[src/art_pkg.sv]
// Package for the address region table: channel payload types, command and
// status codes, and the controller-to-datapath command bundle.
// No dependencies.
package art_pkg;

    localparam int FIELD_ADDR_W = 48;
    localparam int EXT_ADDR_W   = 64;

    localparam logic [1:0] CMD_ATTACH = 2'd0;
    localparam logic [1:0] CMD_DETACH = 2'd1;
    localparam logic [1:0] CMD_LOOKUP = 2'd2;

    localparam logic [2:0] ST_OK       = 3'd0;
    localparam logic [2:0] ST_CONFLICT = 3'd1;
    localparam logic [2:0] ST_FULL     = 3'd2;
    localparam logic [2:0] ST_NOTFOUND = 3'd3;
    localparam logic [2:0] ST_BADLEN   = 3'd4;

    typedef struct packed {
        logic [1:0]              command;
        logic [31:0]             region_id;
        logic [15:0]             owner_tag;
        logic [FIELD_ADDR_W-1:0] address;
        logic [FIELD_ADDR_W-1:0] length;
    } art_in_t;

    typedef struct packed {
        logic [2:0]              status;
        logic                    hit;
        logic [31:0]             match_id;
        logic [15:0]             match_owner;
        logic [FIELD_ADDR_W-1:0] probe_address;
    } art_out_t;

    // Commands from the sequencer to the datapath
    typedef struct packed {
        logic capture;  // latch a new request, clear scan state
        logic rd_en;    // read table entry at the scan index
        logic commit;   // update table, load result register
    } art_ctl_t;

endpackage

[src/art_ctrl.sv]
// Sequencer for the address region table: accepts a request, steps the scan
// index over every entry, then commits when the result register is free.
// Depends on art_pkg.
module art_ctrl
    import art_pkg::*;
#(
    parameter int REGIONS = 16
)
(
    input  logic                clk,
    input  logic                rst_n,
    input  logic                cmd_valid,
    output logic                cmd_stall,
    output logic                res_valid,
    input  logic                res_stall,
    output art_ctl_t            ctl,
    output logic [(REGIONS > 1 ? $clog2(REGIONS) : 1)-1:0] rd_idx
);

    localparam int IDX_W = (REGIONS > 1) ? $clog2(REGIONS) : 1;

    localparam logic [1:0] S_IDLE  = 2'd0;
    localparam logic [1:0] S_SCAN  = 2'd1;
    localparam logic [1:0] S_DRAIN = 2'd2;
    localparam logic [1:0] S_DONE  = 2'd3;

    logic [1:0]       state_reg, state_next;
    logic [IDX_W-1:0] cnt_reg, cnt_next;
    logic             out_valid_reg, out_valid_next;
    logic             out_free;

    assign out_free  = !out_valid_reg || !res_stall;
    assign cmd_stall = (state_reg != S_IDLE);
    assign res_valid = out_valid_reg;
    assign rd_idx    = cnt_reg;

    always_comb
    begin
        state_next  = state_reg;
        cnt_next    = cnt_reg;
        ctl.capture = 1'b0;
        ctl.rd_en   = 1'b0;
        ctl.commit  = 1'b0;
        unique case (state_reg)
            S_IDLE:
            begin
                if (cmd_valid)
                begin
                    ctl.capture = 1'b1;
                    cnt_next    = '0;
                    state_next  = S_SCAN;
                end
            end
            S_SCAN:
            begin
                ctl.rd_en = 1'b1;
                if (cnt_reg == IDX_W'(REGIONS - 1))
                    state_next = S_DRAIN;
                else
                    cnt_next = cnt_reg + IDX_W'(1);
            end
            S_DRAIN:
            begin
                // last read entry is evaluated this cycle
                state_next = S_DONE;
            end
            S_DONE:
            begin
                if (out_free)
                begin
                    ctl.commit = 1'b1;
                    state_next = S_IDLE;
                end
            end
            default:
            begin
                state_next = S_IDLE;
            end
        endcase
    end

    always_comb
    begin
        out_valid_next = out_valid_reg;
        if (ctl.commit)
            out_valid_next = 1'b1;
        else if (out_valid_reg && !res_stall)
            out_valid_next = 1'b0;
    end

    always_ff @(posedge clk or negedge rst_n)
    begin
        if (!rst_n)
        begin
            state_reg     <= S_IDLE;
            cnt_reg       <= '0;
            out_valid_reg <= 1'b0;
        end
        else
        begin
            state_reg     <= state_next;
            cnt_reg       <= cnt_next;
            out_valid_reg <= out_valid_next;
        end
    end

endmodule

[src/art_dp.sv]
// Datapath for the address region table: entry storage, valid bits, the
// per-entry compare logic of the scan and the result register.
// Depends on art_pkg.
module art_dp
    import art_pkg::*;
#(
    parameter int REGIONS    = 16,
    parameter int ADDR_WIDTH = 48
)
(
    input  logic     clk,
    input  logic     rst_n,
    input  art_in_t  cmd_data,
    input  art_ctl_t ctl,
    input  logic [(REGIONS > 1 ? $clog2(REGIONS) : 1)-1:0] rd_idx,
    output art_out_t res_data
);

    localparam int IDX_W = (REGIONS > 1) ? $clog2(REGIONS) : 1;
    localparam int AW    = ADDR_WIDTH;

    // table storage
    logic [AW-1:0] mem_start [REGIONS];
    logic [AW-1:0] mem_end   [REGIONS];
    logic [31:0]   mem_id    [REGIONS];
    logic [15:0]   mem_owner [REGIONS];
    logic [REGIONS-1:0] valid_reg, valid_next;

    // latched request
    logic [1:0]              op_reg;
    logic [31:0]             id_reg;
    logic [15:0]             owner_reg;
    logic [AW-1:0]           start_reg;
    logic [AW-1:0]           last_reg;
    logic                    badlen_reg;
    logic [FIELD_ADDR_W-1:0] probe_reg;

    // read stage
    logic [AW-1:0]    rd_start_reg, rd_end_reg;
    logic [31:0]      rd_id_reg;
    logic [15:0]      rd_owner_reg;
    logic             proc_en_reg;
    logic [IDX_W-1:0] proc_idx_reg;

    // scan results
    logic             conflict_reg, conflict_next;
    logic             free_found_reg, free_found_next;
    logic [IDX_W-1:0] free_idx_reg, free_idx_next;
    logic             best_found_reg, best_found_next;
    logic [IDX_W-1:0] best_idx_reg, best_idx_next;
    logic [AW-1:0]    best_start_reg, best_start_next;
    logic             hit_reg, hit_next;
    logic [31:0]      hit_id_reg, hit_id_next;
    logic [15:0]      hit_owner_reg, hit_owner_next;

    logic [EXT_ADDR_W-1:0] addr_ext, len_ext;
    logic [AW-1:0]         in_start, in_len;
    logic [AW:0]           end_sum;
    logic                  in_badlen;

    logic ent_valid, start_le_end, rstart_le_last, rstart_le_start;
    logic id_match, earlier, attach_ok;
    logic [2:0] status;

    // request decode: range end and length check, carry above AW means wrap
    assign addr_ext  = EXT_ADDR_W'(cmd_data.address);
    assign len_ext   = EXT_ADDR_W'(cmd_data.length);
    assign in_start  = addr_ext[AW-1:0];
    assign in_len    = len_ext[AW-1:0];
    assign end_sum   = {1'b0, in_start} + {1'b0, in_len} - {{AW{1'b0}}, 1'b1};
    assign in_badlen = (in_len == '0) || end_sum[AW];

    always_ff @(posedge clk)
    begin
        if (ctl.capture)
        begin
            op_reg     <= cmd_data.command;
            id_reg     <= cmd_data.region_id;
            owner_reg  <= cmd_data.owner_tag;
            start_reg  <= in_start;
            last_reg   <= end_sum[AW-1:0];
            badlen_reg <= in_badlen;
            probe_reg  <= cmd_data.address;
        end
    end

    always_ff @(posedge clk)
    begin
        if (ctl.rd_en)
        begin
            rd_start_reg <= mem_start[rd_idx];
            rd_end_reg   <= mem_end[rd_idx];
            rd_id_reg    <= mem_id[rd_idx];
            rd_owner_reg <= mem_owner[rd_idx];
        end
    end

    always_ff @(posedge clk)
    begin
        if (ctl.commit && attach_ok)
        begin
            mem_start[free_idx_reg] <= start_reg;
            mem_end[free_idx_reg]   <= last_reg;
            mem_id[free_idx_reg]    <= id_reg;
            mem_owner[free_idx_reg] <= owner_reg;
        end
    end

    // per-entry evaluation, one entry per cycle
    assign ent_valid       = proc_en_reg && valid_reg[proc_idx_reg];
    assign start_le_end    = (start_reg <= rd_end_reg);
    assign rstart_le_last  = (rd_start_reg <= last_reg);
    assign rstart_le_start = (rd_start_reg <= start_reg);
    assign id_match        = (rd_id_reg == id_reg) && (rd_owner_reg == owner_reg);
    assign earlier         = !best_found_reg || (rd_start_reg < best_start_reg);

    always_comb
    begin
        conflict_next   = conflict_reg;
        free_found_next = free_found_reg;
        free_idx_next   = free_idx_reg;
        best_found_next = best_found_reg;
        best_idx_next   = best_idx_reg;
        best_start_next = best_start_reg;
        hit_next        = hit_reg;
        hit_id_next     = hit_id_reg;
        hit_owner_next  = hit_owner_reg;
        if (ctl.capture)
        begin
            conflict_next   = 1'b0;
            free_found_next = 1'b0;
            best_found_next = 1'b0;
            hit_next        = 1'b0;
        end
        else if (proc_en_reg)
        begin
            unique case (op_reg)
                CMD_ATTACH:
                begin
                    if (ent_valid)
                    begin
                        if (start_le_end && rstart_le_last)
                            conflict_next = 1'b1;
                    end
                    else if (!free_found_reg)
                    begin
                        free_found_next = 1'b1;
                        free_idx_next   = proc_idx_reg;
                    end
                end
                CMD_DETACH:
                begin
                    if (ent_valid && id_match && earlier)
                    begin
                        best_found_next = 1'b1;
                        best_idx_next   = proc_idx_reg;
                        best_start_next = rd_start_reg;
                    end
                end
                CMD_LOOKUP:
                begin
                    // first containing entry wins
                    if (ent_valid && rstart_le_start && start_le_end && !hit_reg)
                    begin
                        hit_next       = 1'b1;
                        hit_id_next    = rd_id_reg;
                        hit_owner_next = rd_owner_reg;
                    end
                end
                default:
                begin
                end
            endcase
        end
    end

    assign attach_ok = (op_reg == CMD_ATTACH) && !badlen_reg && !conflict_reg
                       && free_found_reg;

    always_comb
    begin
        unique case (op_reg)
            CMD_ATTACH:
            begin
                priority if (badlen_reg)
                    status = ST_BADLEN;
                else if (conflict_reg)
                    status = ST_CONFLICT;
                else if (!free_found_reg)
                    status = ST_FULL;
                else
                    status = ST_OK;
            end
            CMD_DETACH: status = best_found_reg ? ST_OK : ST_NOTFOUND;
            CMD_LOOKUP: status = hit_reg ? ST_OK : ST_NOTFOUND;
            default:    status = ST_NOTFOUND;
        endcase
    end

    always_comb
    begin
        valid_next = valid_reg;
        if (ctl.commit)
        begin
            if (attach_ok)
                valid_next[free_idx_reg] = 1'b1;
            else if ((op_reg == CMD_DETACH) && best_found_reg)
                valid_next[best_idx_reg] = 1'b0;
        end
    end

    always_ff @(posedge clk or negedge rst_n)
    begin
        if (!rst_n)
        begin
            valid_reg      <= '0;
            proc_en_reg    <= 1'b0;
            proc_idx_reg   <= '0;
            conflict_reg   <= 1'b0;
            free_found_reg <= 1'b0;
            best_found_reg <= 1'b0;
            hit_reg        <= 1'b0;
        end
        else
        begin
            valid_reg      <= valid_next;
            proc_en_reg    <= ctl.rd_en;
            proc_idx_reg   <= rd_idx;
            conflict_reg   <= conflict_next;
            free_found_reg <= free_found_next;
            best_found_reg <= best_found_next;
            hit_reg        <= hit_next;
        end
    end

    always_ff @(posedge clk)
    begin
        free_idx_reg   <= free_idx_next;
        best_idx_reg   <= best_idx_next;
        best_start_reg <= best_start_next;
        hit_id_reg     <= hit_id_next;
        hit_owner_reg  <= hit_owner_next;
    end

    always_ff @(posedge clk)
    begin
        if (ctl.commit)
        begin
            res_data.status        <= status;
            res_data.hit           <= hit_reg && (op_reg == CMD_LOOKUP);
            res_data.match_id      <= (hit_reg && (op_reg == CMD_LOOKUP)) ? hit_id_reg : '0;
            res_data.match_owner   <= (hit_reg && (op_reg == CMD_LOOKUP)) ? hit_owner_reg : '0;
            res_data.probe_address <= probe_reg;
        end
    end

endmodule

[src/address_region_table.sv]
// Address region table: attach, detach and lookup of disjoint address ranges.
// Each request scans every entry, one per cycle through the table read port.
// A request is captured, scanned entry by entry, evaluated in a drain state and
// committed once the output register is free; a new request is taken
// while the previous result still waits in the output register.
// Reset empties the table at once (valid bits only); no clearing pass.
module address_region_table
    import art_pkg::*;
#(
    parameter int REGIONS    = 16,
    parameter int ADDR_WIDTH = 48
)
(
    input  logic     clk,
    input  logic     rst_n,
    input  logic     cmd_valid,
    output logic     cmd_stall,
    input  art_in_t  cmd_data,
    output logic     res_valid,
    input  logic     res_stall,
    output art_out_t res_data
);

    localparam int IDX_W = (REGIONS > 1) ? $clog2(REGIONS) : 1;

    art_ctl_t         ctl;
    logic [IDX_W-1:0] rd_idx;

    art_ctrl #(
        .REGIONS (REGIONS)
    ) u_ctrl (
        .clk       (clk),
        .rst_n     (rst_n),
        .cmd_valid (cmd_valid),
        .cmd_stall (cmd_stall),
        .res_valid (res_valid),
        .res_stall (res_stall),
        .ctl       (ctl),
        .rd_idx    (rd_idx)
    );

    art_dp #(
        .REGIONS    (REGIONS),
        .ADDR_WIDTH (ADDR_WIDTH)
    ) u_dp (
        .clk      (clk),
        .rst_n    (rst_n),
        .cmd_data (cmd_data),
        .ctl      (ctl),
        .rd_idx   (rd_idx),
        .res_data (res_data)
    );

endmodule

[config.mk]
export PLATFORM = sky130hd
export DESIGN_NAME = address_region_table
export DESIGN_NICKNAME = d
export VERILOG_FILES = /design/src/art_pkg.sv /design/src/art_ctrl.sv /design/src/art_dp.sv /design/src/address_region_table.sv
export SDC_FILE = /design/constraint.sdc
export NUM_CORES = 2
export LEC_CHECK = 0
export ABC_CLOCK_PERIOD_IN_PS = 14200
export BUFFER_PORTS_ARGS = -buffer_cell sky130_fd_sc_hd__buf_4
export CAP_MARGIN = 20
export CORE_MARGIN = 5
export CORE_UTILIZATION = 47
export CTS_BUF_LIST = sky130_fd_sc_hd__clkbuf_8
export DETAILED_ROUTE_END_ITERATION = 8
export PLACE_DENSITY = 0.72
export REMOVE_ABC_BUFFERS = 1
export SLEW_MARGIN = 25
export SYNTH_ARGS = -nofsm -noshare
export SYNTH_HDL_FRONTEND = slang
export SYNTH_HIERARCHICAL = 1
export SYNTH_SLANG_ARGS = --single-unit
[constraint.sdc]
create_clock -name clk -period 14.2 [get_ports clk]
set_input_delay 2.84 -clock clk [delete_from_list [all_inputs] [get_ports clk]]
set_output_delay 2.84 -clock clk [all_outputs]
set_load 0.005 [all_outputs]
==> flow_summary_export.csv <==
group,metric,value,unit
clocking,post_cts_resized,0,
synth,syn_avg_cell_area,20.9,um2
floorplan,die_width,500,um
sta,finalMaxSlewViolations,0,
layout,syn_to_final_growth,12.8,%
pwr,power_density,163,nW/um2
pwr,ir_worst_vdd,0.000127,V
synth,yosys_warnings,6,
clocking,cts_tree,"yes",
sta,hold_viol,0,
grt,antenna_found_initial,10,
sta,tns,0,ns
clocking,clockBufferDepth,4,
floorplan,io_pins,252,
sta,finalSetupViolCount,0,
synth,synthCells,5395,
routing,wl,270,mm
floorplan,chipHeight,500,um
routing,wire_per_inst,28.4,um
grt,grt_pass1_vias,57971,
layout,final_nets,6446,
clocking,cts-root-buf,"clkbuf_8",
layout,instances_no_fill,9510,
critical_path,crit_arrival,6.53,ns
pwr,power.total,20.8,mW
routing,viasPerCell,5.86,
routing,drc,0,
pwr,clkPwrFrac,30.9,%
routing,drtAntennaViolNets,0,
routing,initialDrtViolationCount,5610,
sta,fin_crit_sh,41.0,%
place,dpl.hpwl,150,mm
sta,rsz0062_at_grt,"no",
critical_path,critPathLaunchType,"input pin",
synth,synthTopCellsByArea,"edfxtp_1 75%, mux4_2 14%, ha_1 3.2%",
synth,synth_common_cells,"2799 x edfxtp_1, 697 x mux4_2, 409 x inv_1, 292 x ha_1, 161 x a21oi_1",
critical_path,cp-end-kind,"flop",
synth,ys.flop_type,"edfxtp_1",
layout,final_core_util,53.3,%
grt,grt_overflow,0,
layout,fillerInstances,18233,
synth,ys_seq_area_share,75.3,%
clocking,htree_num_levels,5,
layout,drive_gt1_share,26.1,%
floorplan,initial_utilization,47.3,%
synth,synth_seq_cells,2831,
floorplan,core,238000,um2
sta,worst_pin_slew,1.08,ns
clocking,clk_pin_slew,0.07,ns
grt,grt_pass1_wl,394,mm
clocking,cts_hold_buf,0,
pwr,power.internal,15.1,mW
routing,first_pass_iters,5,
layout,largestRegisters,"u_dp/mem_end x768, u_dp/mem_start x768, u_dp/mem_id x512",
hold_path,hp-class,"flop to flop",
pwr,p_leak,42.3,nW
pwr,p_comb_share,17.9,%
synth,synth_edf_count,2799,
synth,ys_types,74,
critical_path,crit_type,"input pin to flop",
floorplan,num_rows,179,
synth,async_reset_ff_share,1.13,%
sta,fmaxAchievable,172,MHz
place,gp_congestion,0.889,
synth,synth_top_area_share,74.6,%
sta,final.min_clock_period,5.82,ns
pwr,seq_power_share,51.2,%
grt,grt_max_degree,120,
clocking,clock_sinks,2831,
sta,slew_headroom,27.5,%
clocking,worstSkewPairLatency,1.12,ns
grt,track_usage,21.6,%
place,dp.cells,8722,
clocking,cts-buffers-inserted,444,
critical_path,crit_fanout,42,
floorplan,die_area,250000,um2
pwr,switchingPower,5.64,mW
clocking,cts_setup_buffers,0,
place,io_buffer_count,251,
sta,finClkSkew,0.0608,ns
synth,netlist_area,113000,um2
run,drv_cap,0,
synth,synth_top_cell_by_area,"edfxtp_1",
critical_path,required,14.91,ns
synth,yosysMostFrequentCell,"edfxtp_1",
routing,via_count,55738,
pwr,swShare,27.2,%
outcome,status,"finished, final reports clean",
==> power by group through the flow <==
stage	registers [mW]	clock network (mW)	logic [mW]
2_1_floorplan	11.0	0	4.49
3_3_place_gp	10.8	0	3.68
3_5_place_dp	10.8	0	3.75
4_1_cts	10.6	6.56	3.77
5_1_grt	10.7	6.97	4.03
6_report	10.6	6.42	3.71
==> worst max-delay path, stage by stage <==
cell and delay, ns:
buf_4 0.13, a21boi_4 0.14, buf_4 0.47, and2_1 0.28
nand2_1 0.23, nor3_2 0.20, buf_4 0.72, buf_4 0.70
buf_4 0.66
==> cells in the final DEF (no fill, tap or decap), types with 10 or more instances in the layout <==
| master | count |
|---|---|
| a211oi_1 | 42 |
| a21o_1 | 66 |
| a21oi_1 | 161 |
| and2_1 | 51 |
| buf_4 | 340 |
| bufinv_16 | 22 |
| clkbuf_8 | 449 |
| clkinv_1 | 129 |
| clkinv_2 | 66 |
| dfrtp_1 | 28 |
| edfxtp_1 | 2799 |
| ha_1 | 291 |
| inv_1 | 507 |
| mux2i_1 | 29 |
| mux4_2 | 697 |
| nand2_1 | 73 |
| nand2b_1 | 15 |
| nand3_1 | 23 |
| nand4_1 | 52 |
| nor2_1 | 67 |
| nor2_4 | 12 |
| nor2b_1 | 51 |
| nor3_1 | 20 |
| nor4_1 | 23 |
| o211ai_1 | 10 |
| o21a_1 | 13 |
| o21ai_0 | 56 |
| o21ai_1 | 11 |
| xnor2_1 | 50 |
| xor2_1 | 34 |
==> layout make-up <==
class	count	area, um2	share of cell area [%]
inverter	409	1540	1.21
clock inverter	329	1960	1.54
tap	3167	3960	3.12
sequential	2831	84900	66.8
clock buffer	449	6180	4.87
multi-input combinational	1964	25700	20.2
antenna	8	20.0	0.0158
timing repair buffer	353	2800	2.21
==> layer usage <==
metal	wire, um	global-route usage (%)
met1	107000	29.3
met2	132000	35.1
met3	21300	4.21
met4	9470	7.76
met5	13	0
==> kinds of logic after synthesis <==
family,after synthesis,synth area share (%)
XOR/XNOR,84,0.653
flip-flops,2831,75.3
adder cells (fa/ha/maj),293,3.26
multiplexers,729,14.2
AO/OA/AOI/OAI,429,2.42
AND/OR/NAND/NOR,429,2.07
buffers and inverters,600,2.03
==> through the flow <==
stage          hold slack (ns)  setup WS [ns]  instance area, um2
2_1_floorplan            0.426          -9.57              112000
3_3_place_gp             0.448           7.25              119000
3_5_place_dp             0.450           7.25              119000
4_1_cts                  0.459           8.45              127000
5_1_grt                  0.466           8.32              127000
6_report                 0.455           8.38              127000
==> path summary, 6_finish.rpt <==
check	from	end	slack [ns]	depth (start not counted)
max	res_stall	u_dp/mem_end[4][32]	8.38	9
min	u_dp/rd_id_reg[0]	u_dp/hit_id_reg[0]	0.45	0
max reg2reg	u_dp/rd_start_reg[9]	u_dp/best_start_reg[12]	9.22	9
min reg2reg	u_dp/rd_id_reg[0]	u_dp/hit_id_reg[0]	0.45	0
max in group asynchronous	rst_n	u_ctrl/rd_idx[1]	12.09	1
min in group asynchronous	rst_n	u_ctrl/res_valid	1.69	1
(Power assumes the default switching activity.)
